<file path="config.mk">
export PLATFORM = sky130hd
export DESIGN_NAME = dcbs_queue
export DESIGN_NICKNAME = d
export VERILOG_FILES = /design/src/hdl/dcbs_pkg.sv /design/src/hdl/dcbs_queue.sv
export SDC_FILE = /design/constraint.sdc
export NUM_CORES = 1
export LEC_CHECK = 0
export BUFFER_PORTS_ARGS = -buffer_cell sky130_fd_sc_hd__buf_2
export CAP_MARGIN = 25
export CORE_ASPECT_RATIO = 1.75
export CORE_MARGIN = 2
export CORE_UTILIZATION = 54
export DETAILED_ROUTE_END_ITERATION = 7
export GPL_ROUTABILITY_DRIVEN = 0
export HOLD_SLACK_MARGIN = 0.15
export PLACE_DENSITY_LB_ADDON = 0.25
export SYNTH_ARGS = -nofsm -noshare
export SYNTH_HDL_FRONTEND = slang
export SYNTH_SLANG_ARGS = --single-unit
</file>
<file path="constraint.sdc">
create_clock -name clk -period 6 [get_ports clk]
set_input_delay 0.6 -clock clk [delete_from_list [all_inputs] [get_ports clk]]
set_output_delay 0.6 -clock clk [all_outputs]
set_load 0.02 [all_outputs]
</file>
<file path="src/hdl/dcbs_pkg.sv">
`default_nettype none
// ---------------------------------------------------------------------------
// dcbs_pkg
// Shared constants, request codes and types of the disk controller bus slave.
// ---------------------------------------------------------------------------
package dcbs_pkg;

  // Sizes
  localparam int MEM_WORDS = 262144;
  localparam int MEM_AW    = $clog2(MEM_WORDS);
  localparam int MAX_CHAIN = 65535;
  localparam int CHAIN_W   = $clog2(MAX_CHAIN + 1);
  localparam int ADDR_W    = 22;
  localparam int DATA_W    = 32;
  localparam int CFG_W     = 8;
  localparam int CFG_IDX_W = 1;
  localparam int Q_DEPTH   = 2;
  localparam int Q_PTR_W   = $clog2(Q_DEPTH);

  // Disk register map
  localparam logic [ADDR_W-1:0] ADDR_STATUS = 22'h3dfff8;
  localparam logic [ADDR_W-1:0] ADDR_MA     = 22'h3dfff9;
  localparam logic [ADDR_W-1:0] ADDR_DA     = 22'h3dfffa;
  localparam logic [ADDR_W-1:0] ADDR_ECC    = 22'h3dfffb;
  localparam logic [ADDR_W-1:0] ADDR_CMD    = 22'h3dfffc;
  localparam logic [ADDR_W-1:0] ADDR_CLP    = 22'h3dfffd;
  localparam logic [ADDR_W-1:0] ADDR_DA2    = 22'h3dfffe;
  localparam logic [ADDR_W-1:0] ADDR_START  = 22'h3dffff;

  // Bus function code
  localparam logic FUNC_READ = 1'b1;

  // Configuration register indexes
  localparam logic [CFG_IDX_W-1:0] CFG_HEAD_COUNT = 1'b0;
  localparam logic [CFG_IDX_W-1:0] CFG_SECTORS    = 1'b1;

  // Command opcode field (low 10 bits); zero means disk read
  localparam int CMD_W = 10;
  localparam logic [CMD_W-1:0] CMD_READ = '0;

  // Disk address fields
  localparam int UNIT_W = 3;
  localparam int CYL_W  = 12;
  localparam int HEAD_W = 8;
  localparam int BLK_W  = 8;

  // Memory address keeps only the bits above the low byte
  localparam int MA_LOW_W = 8;
  localparam int MA_W     = DATA_W - MA_LOW_W;

  // Fixed read values
  localparam logic [DATA_W-1:0] STATUS_VALUE  = 32'h0000_0001;
  localparam logic [DATA_W-1:0] ZERO_VALUE    = 32'h0000_0000;
  localparam logic [DATA_W-1:0] UNKNOWN_VALUE = 32'hffff_ffff;

  // Classified request kinds
  typedef enum logic [2:0] {
    OP_MEM_RD,
    OP_MEM_WR,
    OP_REG_RD,
    OP_CMD_WR,
    OP_CLP_WR,
    OP_DA_WR,
    OP_START
  } op_t;

  // Register read source
  typedef enum logic [2:0] {
    RS_STATUS,
    RS_MA,
    RS_DA,
    RS_ZERO,
    RS_CLP,
    RS_ONES
  } reg_sel_t;

  // One classified request in the queue
  typedef struct packed {
    op_t                op;
    reg_sel_t           sel;
    logic [MEM_AW-1:0]  mem_addr;
    logic [DATA_W-1:0]  data;
  } req_t;

  // Command chain walker
  typedef enum logic [1:0] {
    WALK_IDLE,
    WALK_FETCH,
    WALK_CHECK
  } walk_state_t;

endpackage
`default_nettype wire

</file>
<file path="src/hdl/dcbs_queue.sv">
`default_nettype none
// ---------------------------------------------------------------------------
// dcbs_queue
// Short request queue between the decode front and the execute back.
// ---------------------------------------------------------------------------
module dcbs_queue import dcbs_pkg::*; (
  input  logic clk,
  input  logic rst,
  input  logic push_valid,
  output logic push_ready,
  input  req_t push_data,
  output logic pop_valid,
  input  logic pop_ready,
  output req_t pop_data
);

  req_t               entries [Q_DEPTH];
  logic [Q_PTR_W-1:0] wr_ptr;
  logic [Q_PTR_W-1:0] rd_ptr;
  logic [Q_PTR_W:0]   count;
  logic               push;
  logic               pop;

  assign push_ready = (count != (Q_PTR_W + 1)'(Q_DEPTH));
  assign pop_valid  = (count != '0);
  assign pop_data   = entries[rd_ptr];
  assign push       = push_valid && push_ready;
  assign pop        = pop_valid && pop_ready;

  // Storage
  always_ff @(posedge clk) begin
    if (push) begin
      entries[wr_ptr] <= push_data;
    end
  end

  // Pointers and fill count
  always_ff @(posedge clk) begin
    if (rst) begin
      wr_ptr <= '0;
      rd_ptr <= '0;
      count  <= '0;
    end else begin
      if (push) begin
        wr_ptr <= wr_ptr + 1'b1;
      end
      if (pop) begin
        rd_ptr <= rd_ptr + 1'b1;
      end
      if (push && !pop) begin
        count <= count + 1'b1;
      end else if (pop && !push) begin
        count <= count - 1'b1;
      end
    end
  end

endmodule
`default_nettype wire

</file>
==> summary.md <==
| Metric | Value |
|---|---|
| IO Count | `between 100 and 150` |
| Port bufs | `117` |
| Wirelength per Cell | `~17 µm` |
| Synthesized cell area | `around 4300 µm²` |
| CTS root buf | `clkbuf_16` |
| R2r worst-path depth | `3` |
| Switching pwr | `0.717 mW` |
| CP required | `approximately 5.4 ns` |
| Final Hold Vio Count | `0` |
| Clock Power Share | `0.343` |
| Area Growth Syn to Fin | `27.9%` |
| Final WS setup | `approximately 3.5 ns` |
| Fmax | `between 400 and 500 MHz` |
| RR Startpoint | `count[0]` |
| Post-route cell area | `between 5000 and 6000 µm²` |
| EDFF count, synth | `roughly 110` |
| DR iter-0 viols | `roughly 120` |
| Syn nets | `roughly 260` |
| Max-cap violation count | `0` |
| Core area | `about 7800 µm²` |
| Post-Syn Instances | `198` |
| Max_slew headroom | `0.514` |
| # DRC | `0` |
| CTS clock-pin slew for the worst setup and hold paths | `0.05 ns` |
| Vias | `around 2.3k` |
| Switching Share | `0.282` |
| Area share of the largest cell type after synthesis | `0.787` |
| Register area share after synthesis | `0.810` |
| WP data arrival | `between 1.5 and 2 ns` |
| Synth Register Bits | `between 100 and 150` |
| Netlist cell types | `19` |
| Int Pwr | `about 1.8 mW` |
| Share of post-route cells with drive strength above 1 | `0.608` |
| CTS tree | `yes` |
| Pre-CTS worst setup slack | `roughly 3.8 ns` |
| PostCTS Resize Cnt | `0` |
| Tmin final | `about 2.5 ns` |
| Share of total power in combinational logic | `0.244` |
| ANT nets after route | `0` |
| CP endpoint kind | `output port` |
| Leak Pwr | `between 2 and 2.5 nW` |
| Layout Cells excl Fill | `between 400 and 500` |
| Initial antenna violation count | `1` |
| CTS sink count | `about 120` |
| First-pass GRT wire length | `roughly 11 mm` |
| CP Capture Point | `pop_data[5]` |
| Ys flop type | `edfxtp_1` |
| Synth top area cells | `edfxtp_1, mux2_2, dfxtp_1` |
| DP Cell Count | `between 400 and 500` |
| Worst-Margin Slew | `approximately 0.73 ns` |
| CP Max Fanout | `56` |
| DR vias/cell | `just over 5` |
| Die ar. | `between 8000 and 9000 µm²` |
| Most common cell in the netlist | `edfxtp_1` |
| Pwr dens | `465 nW/µm²` |
| Starting Density | `0.548` |
| Startpoint Class | `flip-flop` |
| Die Ht | `122 µm` |
| Worst VDD drop | `0.388 mV` |
| Crit Path Class | `flip-flop to output port` |
| Most common library cells after synthesis | `edfxtp_1, mux2_2, dfxtp_1, buf_6` |
| Status | `finished, final reports clean` |
| Final Cycle Share | `0.417` |
| Clk Latency, worst-skew pair | `around 0.4 ns` |
| Placed wire-length estimate | `4.83 mm` |
| Setup TNS | `0 ns` |
| Num CTS Buffers | `17` |
| Yosys warns | `0` |
| Total congestion overflow | `0` |
| Setup Viol. Count Final | `0` |
| Hold slack | `between 0.3 and 0.4 ns` |
| Area after detailed placement | `between 4000 and 5000 µm²` |
| Rows | `43` |
| Cell taking the most area after synthesis | `edfxtp_1` |
| Largest net degree at the start of global routing | `57` |
| Die width | `roughly 71 µm` |
| Fin. max-slew vios | `0` |
| Post-CTS Setup Repair Bufs | `0` |
| Mean post-synth cell area | `21.6 µm²` |
| Final WL | `a little over 7 mm` |
| Total track usage | `0.181` |
| CTS hold repair buffers | `0` |
| H-tree lvl count | `4` |
| Max Clock Skew | `about 0.0035 ns` |
| RSZ-0062 raised after global routing | `false` |
| Asr flop ratio synth | `0` |
| Worst min-delay path class | `primary input to flip-flop` |
| Final nets | `392` |
| Vias in the first global route | `roughly 2.4k` |
| Final Power | `between 2 and 3 mW` |
| Seq pwr share | `0.413` |
| FF-to-FF End | `entries[1][55]` |
| Pre-antenna DRT Iters | `5` |
| R2r setup slk | `between 3 and 4 ns` |
| Final core area utilization | `0.701` |
| Maximum buffer depth of the clock tree | `2` |
[how the worst min path moves through the flow]
| stage | cells past startpoint | slack, ns | startpoint | end |
|---|---|---|---|---|
| after floorplan | 2 | 0.47 | count[1] | count[1] |
| after global placement | 2 | 0.49 | rd_ptr | flip-flop |
| after detailed placement | 2 | 0.51 | rd_ptr | flip-flop |
| after CTS | 1 | 0.37 | push_data[6] | entries[0][6] |
| after global routing | 1 | 0.37 | push_data[35] | entries[1][35] |
| final | 1 | 0.39 | push_data[35] | entries[0][35] |
[cells in the final DEF, fill, tap and decap left out]
cell type,Yosys,routed
dfxtp_2,0,1
clkbuf_1,0,1
and2_1,1,1
mux2_2,56,56
clkinv_2,0,9
clkinvlp_4,0,1
inv_2,0,1
a21oi_1,2,2
nand3b_1,1,1
and3_2,0,1
or3_1,1,1
bufinv_16,0,1
ha_1,1,1
dfxtp_1,5,4
diode_2,0,1
nand2b_1,1,1
nor2_1,3,3
xor2_1,3,3
clkinv_1,0,3
buf_2,1,117
edfxtp_1,112,112
or2_2,1,1
buf_4,1,3
a21bo_2,1,1
o21ai_0,2,2
clkbuf_16,0,17
[worst max-delay path, stage by stage (launching register included)]
cell	delay, ns
dfxtp_2	0.30
buf_4	0.58
mux2_2	0.43
buf_2	0.16
[logic make-up (layout without fill, tap and decap cells)]
logic type                 after synthesis  count (layout)  synth area share
other                                    0               1                 0
adders and majority gates                1               1           0.00293
and+or+nand+nor                          9               9            0.0117
xor gates and xnor gates                 3               3           0.00615
muxes                                   56              56             0.148
DFF                                    117             117             0.810
AOI/OAI and AO/OA                        5               5           0.00703
buffers and inverters                    7             153            0.0143
[final cells by class]
cell class	count	area, µm²
multi-input cells	74	751
inverters	1	3.75
clock buffers	18	429
well taps	90	113
flip-flops and latches	117	3460
diodes	1	2.50
repair buffers	120	608
clock inverters	14	93.8
fillers	538	2340
[flip-flops by register name (all words and copies together), names as in the netlist, named ones only]
signal	cells
count	2
wr_ptr	1
entries	112
rd_ptr	1
[power by group through the flow]
stage	registers, mW	logic [mW]	clock network [mW]
after floorplan	1.06	0.456	0
after global placement	1.06	0.624	0
after detailed placement	1.07	0.631	0
after CTS	1.05	0.633	0.891
after global routing	1.06	0.664	0.925
final	1.05	0.620	0.871
[layer usage]
metal | GRT usage | part of all wire | wire (µm) | vias up
met5 | 0 | 0 | 0 | -
met4 | 0.130 | 0.034 | 248 | 0
met3 | 0.0562 | 0.057 | 416 | 21
met2 | 0.314 | 0.57 | 4150 | 83
met1 | 0.178 | 0.34 | 2440 | 1100
li1 | - | - | - | 1050
Note: power is estimated with default switching activity, not from simulation.
