### src/hdl/dcbs_pkg.sv
`default_nettype none
// ---------------------------------------------------------------------------
// dcbs_pkg
// Shared constants, request codes and types of the disk controller bus slave.
// ---------------------------------------------------------------------------
package dcbs_pkg;

  // Sizes
  localparam int MEM_WORDS = 262144;
  localparam int MEM_AW    = $clog2(MEM_WORDS);
  localparam int MAX_CHAIN = 65535;
  localparam int CHAIN_W   = $clog2(MAX_CHAIN + 1);
  localparam int ADDR_W    = 22;
  localparam int DATA_W    = 32;
  localparam int CFG_W     = 8;
  localparam int CFG_IDX_W = 1;
  localparam int Q_DEPTH   = 2;
  localparam int Q_PTR_W   = $clog2(Q_DEPTH);

  // Disk register map
  localparam logic [ADDR_W-1:0] ADDR_STATUS = 22'h3dfff8;
  localparam logic [ADDR_W-1:0] ADDR_MA     = 22'h3dfff9;
  localparam logic [ADDR_W-1:0] ADDR_DA     = 22'h3dfffa;
  localparam logic [ADDR_W-1:0] ADDR_ECC    = 22'h3dfffb;
  localparam logic [ADDR_W-1:0] ADDR_CMD    = 22'h3dfffc;
  localparam logic [ADDR_W-1:0] ADDR_CLP    = 22'h3dfffd;
  localparam logic [ADDR_W-1:0] ADDR_DA2    = 22'h3dfffe;
  localparam logic [ADDR_W-1:0] ADDR_START  = 22'h3dffff;

  // Bus function code
  localparam logic FUNC_READ = 1'b1;

  // Configuration register indexes
  localparam logic [CFG_IDX_W-1:0] CFG_HEAD_COUNT = 1'b0;
  localparam logic [CFG_IDX_W-1:0] CFG_SECTORS    = 1'b1;

  // Command opcode field (low 10 bits); zero means disk read
  localparam int CMD_W = 10;
  localparam logic [CMD_W-1:0] CMD_READ = '0;

  // Disk address fields
  localparam int UNIT_W = 3;
  localparam int CYL_W  = 12;
  localparam int HEAD_W = 8;
  localparam int BLK_W  = 8;

  // Memory address keeps only the bits above the low byte
  localparam int MA_LOW_W = 8;
  localparam int MA_W     = DATA_W - MA_LOW_W;

  // Fixed read values
  localparam logic [DATA_W-1:0] STATUS_VALUE  = 32'h0000_0001;
  localparam logic [DATA_W-1:0] ZERO_VALUE    = 32'h0000_0000;
  localparam logic [DATA_W-1:0] UNKNOWN_VALUE = 32'hffff_ffff;

  // Classified request kinds
  typedef enum logic [2:0] {
    OP_MEM_RD,
    OP_MEM_WR,
    OP_REG_RD,
    OP_CMD_WR,
    OP_CLP_WR,
    OP_DA_WR,
    OP_START
  } op_t;

  // Register read source
  typedef enum logic [2:0] {
    RS_STATUS,
    RS_MA,
    RS_DA,
    RS_ZERO,
    RS_CLP,
    RS_ONES
  } reg_sel_t;

  // One classified request in the queue
  typedef struct packed {
    op_t                op;
    reg_sel_t           sel;
    logic [MEM_AW-1:0]  mem_addr;
    logic [DATA_W-1:0]  data;
  } req_t;

  // Command chain walker
  typedef enum logic [1:0] {
    WALK_IDLE,
    WALK_FETCH,
    WALK_CHECK
  } walk_state_t;

endpackage
`default_nettype wire

### src/hdl/dcbs_req_if.sv
`default_nettype none
// ---------------------------------------------------------------------------
// dcbs_req_if
// Bus request channel: function, word address and write data.
// ---------------------------------------------------------------------------
interface dcbs_req_if import dcbs_pkg::*; ();
  logic              valid;
  logic              ready;
  logic              func;
  logic [ADDR_W-1:0] bus_addr;
  logic [DATA_W-1:0] write_data;

  modport source (output valid, func, bus_addr, write_data, input ready);
  modport sink   (input valid, func, bus_addr, write_data, output ready);
endinterface
`default_nettype wire

### src/hdl/dcbs_front.sv
`default_nettype none
// ---------------------------------------------------------------------------
// dcbs_front
// Takes bus requests, decodes the address and queues the work to do.
// ---------------------------------------------------------------------------
module dcbs_front import dcbs_pkg::*; (
  dcbs_req_if.sink req,
  output logic     q_valid,
  input  logic     q_ready,
  output req_t     q_data
);

  logic is_mem;
  logic keep;

  assign is_mem = (req.bus_addr < ADDR_W'(MEM_WORDS));

  // Address decode; ignored writes are accepted and dropped here
  always_comb begin
    q_data.op       = OP_REG_RD;
    q_data.sel      = RS_ONES;
    q_data.mem_addr = req.bus_addr[MEM_AW-1:0];
    q_data.data     = req.write_data;
    keep            = 1'b1;
    if (is_mem) begin
      q_data.op = (req.func == FUNC_READ) ? OP_MEM_RD : OP_MEM_WR;
    end else if (req.func == FUNC_READ) begin
      case (req.bus_addr)
        ADDR_STATUS, ADDR_CMD: q_data.sel = RS_STATUS;
        ADDR_MA:               q_data.sel = RS_MA;
        ADDR_DA, ADDR_DA2:     q_data.sel = RS_DA;
        ADDR_ECC, ADDR_START:  q_data.sel = RS_ZERO;
        ADDR_CLP:              q_data.sel = RS_CLP;
        default:               q_data.sel = RS_ONES;
      endcase
    end else begin
      case (req.bus_addr)
        ADDR_CMD:   q_data.op = OP_CMD_WR;
        ADDR_CLP:   q_data.op = OP_CLP_WR;
        ADDR_DA2:   q_data.op = OP_DA_WR;
        ADDR_START: q_data.op = OP_START;
        default:    keep = 1'b0;
      endcase
    end
  end

  assign q_valid   = req.valid && keep;
  assign req.ready = q_ready;

endmodule
`default_nettype wire

### src/flat_wrapper.sv
// flat-port wrapper written by rule: the top's interface ports become plain ports
module dcbs_front_flat import dcbs_pkg::*;
  (q_valid, q_ready, q_data, req_valid, req_func, req_bus_addr, req_write_data, req_ready);
  dcbs_req_if req_i ();
  output logic q_valid;
  input  logic q_ready;
  output req_t q_data;
  input wire logic [$bits(req_i.valid)-1:0] req_valid;
  input wire logic [$bits(req_i.func)-1:0] req_func;
  input wire logic [$bits(req_i.bus_addr)-1:0] req_bus_addr;
  input wire logic [$bits(req_i.write_data)-1:0] req_write_data;
  output wire logic [$bits(req_i.ready)-1:0] req_ready;
  assign req_i.valid = req_valid;
  assign req_i.func = req_func;
  assign req_i.bus_addr = req_bus_addr;
  assign req_i.write_data = req_write_data;
  assign req_ready = req_i.ready;
  dcbs_front u_core (.req(req_i), .q_valid(q_valid), .q_ready(q_ready), .q_data(q_data));
endmodule
### config.mk
export PLATFORM = sky130hd
export DESIGN_NAME = dcbs_front_flat
export DESIGN_NICKNAME = d
export VERILOG_FILES = /design/src/hdl/dcbs_pkg.sv /design/src/hdl/dcbs_req_if.sv /design/src/hdl/dcbs_front.sv /design/src/flat_wrapper.sv
export SDC_FILE = /design/constraint.sdc
export NUM_CORES = 1
export LEC_CHECK = 0
export BUFFER_PORTS_ARGS = -buffer_cell sky130_fd_sc_hd__clkbuf_2
export CELL_PAD_IN_SITES_DETAIL_PLACEMENT = 1
export CELL_PAD_IN_SITES_GLOBAL_PLACEMENT = 1
export CORE_MARGIN = 2
export CORE_UTILIZATION = 14
export DETAILED_ROUTE_END_ITERATION = 6
export PLACE_DENSITY = 0.76
export SLEW_MARGIN = 20
export SYNTH_ARGS = -nofsm -noshare
export SYNTH_HDL_FRONTEND = slang
export SYNTH_SLANG_ARGS = --single-unit
### constraint.sdc
create_clock -name vclk -period 0.9
set_input_delay 0.09 -clock vclk [all_inputs]
set_output_delay 0.09 -clock vclk [all_outputs]
set_load 0.03 [all_outputs]
==> insert_results.sql <==
INSERT INTO impl_metrics (metric_group, metric, value, unit) VALUES
('sta', 'setup_repair_after_global_routing_missed_its_margin', 'yes', ''),
('placed_design', 'dp_hpwl', '1771', 'µm'),
('power', 'p_total', '0.3758', 'mW'),
('cells_and_area', 'layout.cells.most_common_list', '32 x clkbuf_2, 23 x buf_4, 8 x buf_6, 7 x nand4_1', ''),
('sta', 'final-setup-viol-count', '7', ''),
('yosys', 'postSynthAreaPerCell', '7.797', 'µm²'),
('min_path', 'path_class_of_the_lowest_slack_min_delay_path', 'primary input to primary output', ''),
('status', 'run_status', 'finished with violations', ''),
('sta', 'timing.final.crit_share', '140.9', '%'),
('sta', 'period_minus_slack', '1.268', 'ns'),
('cells_and_area', 'area_growth_syn_to_layout', '36.60', '%'),
('sta', 'hold_fails_final_rpt', '0', ''),
('cells_and_area', 'num-clock-buffers', '0', ''),
('placed_design', 'final_weighted_congestion_of_routability_driven_global_placement', '0.7536', ''),
('global_route', 'grt_antenna_before_repair', '0', ''),
('job', 'cap_viol_max_count', '0', ''),
('sta', 'timing.final.max_slew_violations', '0', ''),
('sta', 'final_hold_slack', '0.1800', 'ns'),
('worst_setup_path', 'cp_data_required_time', '0.81', 'ns'),
('yosys', 'synth_area', '639.4', 'µm²'),
('sta', 'tightest_slew', '0.2244', 'ns'),
('sta', 'setup_total_negative_slack', '-2.031', 'ns'),
('sta', 'timing.final.ws_setup', '-0.3678', 'ns'),
('routing', 'drt_pre_antenna_iters', '2', ''),
('floorplanning', 'design.die.area', '0.005124', 'mm²'),
('cells_and_area', 'register_area', '0', 'µm²'),
('worst_setup_path', 'worstSetupPathType', 'primary input to primary output', ''),
('floorplanning', 'placeableCoreArea', '0.004384', 'mm²'),
('cells_and_area', 'sequential_cell_total', '0', ''),
('power', 'leakagePower', '0.4221', 'nW'),
('cells_and_area', 'share_of_post_route_cells_with_drive_strength_above_1', '81.00', '%'),
('routing', 'violation_count_after_the_first_detailed_route_iteration', '1', ''),
('global_route', 'grt_max_degree', '8', ''),
('sta', 'timing.max_slew.rel_slack', '84.93', '%'),
('global_route', 'grt_pass1_vias', '609', ''),
('routing', 'drt-vias-per-instance', '3.842', ''),
('worst_setup_path', 'path_cells', 'buf_6 > nand3b_4 > nor4_4 > buf_4 > buf_4 > nand4_1 > buf_6', ''),
('routing', 'drc', '0', ''),
('worst_setup_path', 'start_kind', 'primary input', ''),
('worst_setup_path', 'cpMaxStageDelayCell', 'nor4_4', ''),
('yosys', 'syn-instance-count', '82', ''),
('floorplanning', 'die_span_in_y', '71.58', 'µm'),
('power', 'max_rail_drop_vdd', '0.0001005', 'V'),
('power', 'p_per_area', '430.3', 'mW/mm²'),
('worst_setup_path', 'worstPathMaxFanout', '3', ''),
('yosys', 'yosys_warnings', '0', ''),
('yosys', 'post_synth_num_cell_types', '21', ''),
('global_route', 'globalRouteOverflowTotal', '0', ''),
('placed_design', 'buffers_on_ports', '49', ''),
('routing', 'antenna_violating_nets_post_route', '0', ''),
('clocking', 'ctsHoldBuffers', '0', ''),
('floorplanning', 'floorplan.initialDensity', '14.58', '%'),
('worst_setup_path', 'max_stage_delay', '0.30', 'ns'),
('routing', 'routed_wire_length_per_instance', '13.68', 'µm'),
('cells_and_area', 'multi_input_comb_area', '295.3', 'µm²'),
('yosys', 'fraction_of_the_yosys_area_taken_by_sequential_cells', '0', '%'),
('worst_setup_path', 'crit_arrival', '1.18', 'ns'),
('global_route', 'global_route.usage.total', '7.272', '%'),
('worst_setup_path', 'worstSetupEndpointType', 'primary output', ''),
('cells_and_area', 'final_layout_net_count', '159', ''),
('floorplanning', 'count_of_boundary_i_o_pins', '115', ''),
('routing', 'vias', '584', ''),
('floorplanning', 'dieWidth', '71.58', 'µm'),
('global_route', 'grt_first_pass_wirelength', '2967', 'µm'),
('status', 'violations', 'negative setup slack', ''),
('routing', 'finalWirelength', '2080', 'µm'),
('cells_and_area', 'leading_cell_type_in_the_layout_fill_and_taps_excluded', 'clkbuf_2', ''),
('cells_and_area', 'fillerInstances', '529', ''),
('sta', 'timing.fmax', '788.8', 'MHz'),
('floorplanning', 'rows', '24', ''),
('yosys', 'mappedNetlistNets', '139', ''),
('cells_and_area', 'insertedDiodeCount', '0', '');
-- path summary, 6_finish.rpt --
check | startpoint | endpoint | slack, ns | cells past startpoint
setup / recovery | req_bus_addr[17] | q_data[52] | -0.37 | 7
hold / removal | req_write_data[10] | q_data[10] | 0.18 | 0
-- per-stage QoR --
stage	instance area, µm²	utilization (%)	cells	setup slack, ns
6_report	873.3	19.92	152	-0.3678
4_1_cts	799.5	18.24	151	-0.3568
3_3_place_gp	701.9	16.01	147	-0.4264
5_1_grt	873.3	19.92	152	-0.4026
3_5_place_dp	701.9	16.01	147	-0.4828
2_1_floorplan	661.9	-	82	-0.2024
-- where the power goes --
group	switching (mW)	total [mW]	leakage, nW	internal [mW]
registers	0	0	0	0
clock network	0	0	0	0
logic	0.207	0.376	0.422	0.168
-- logic make-up (layout without fill, tap and decap cells) --
| kind of cell | count (synthesis) | count (layout) | synth area share [%] |
|---|---|---|---|
| buf+inv | 52 | 70 | 60.47 |
| simple gates | 24 | 24 | 33.46 |
| compound gates | 5 | 5 | 4.697 |
| xor+xnor | 1 | 1 | 1.370 |
-- final cells by class --
type	instances	area share, %
timing repair buffer	69	58.31
multi-input combinational	30	33.81
tap	52	7.450
inverter	1	0.4298
-- Yosys cell counts (all sizes together) --
cell type  instances  share of area, %
nand3              1              0.78
buf               51                60
nand2              1              0.59
nor2b              1              0.98
inv                1              0.59
and4               4               5.5
nand4              8               8.8
nor2               1              0.59
nand3b             2               4.3
nor3b              1               1.2
xor2               1               1.4
nor4               2               4.3
o21ai              4               3.1
o21ba              1               1.6
nand2b             1              0.98
or3                1               1.8
nor4b              1               3.7
-- worst max-delay path, delay by kind of cell --
family                 cells  cell delay, ns
AND/OR/NAND/NOR            3            0.56
buffers and inverters      4            0.53
-- layer usage --
layer,vias up,global-route usage (%),share of wire (%)
li1,272,-,-
met1,263,8.821,36
met2,33,12.86,53
met3,16,0.9845,8.3
met4,0,2.935,3.3
met5,-,0,0
-- timing repair --
action	in CTS	in global routing
setup endpoints to repair	7	7
resized for setup	16	22
setup buffers	4	1
endpoints found under the hold margin	0	0
pin swaps	4	3
(Power assumes the default switching activity.)
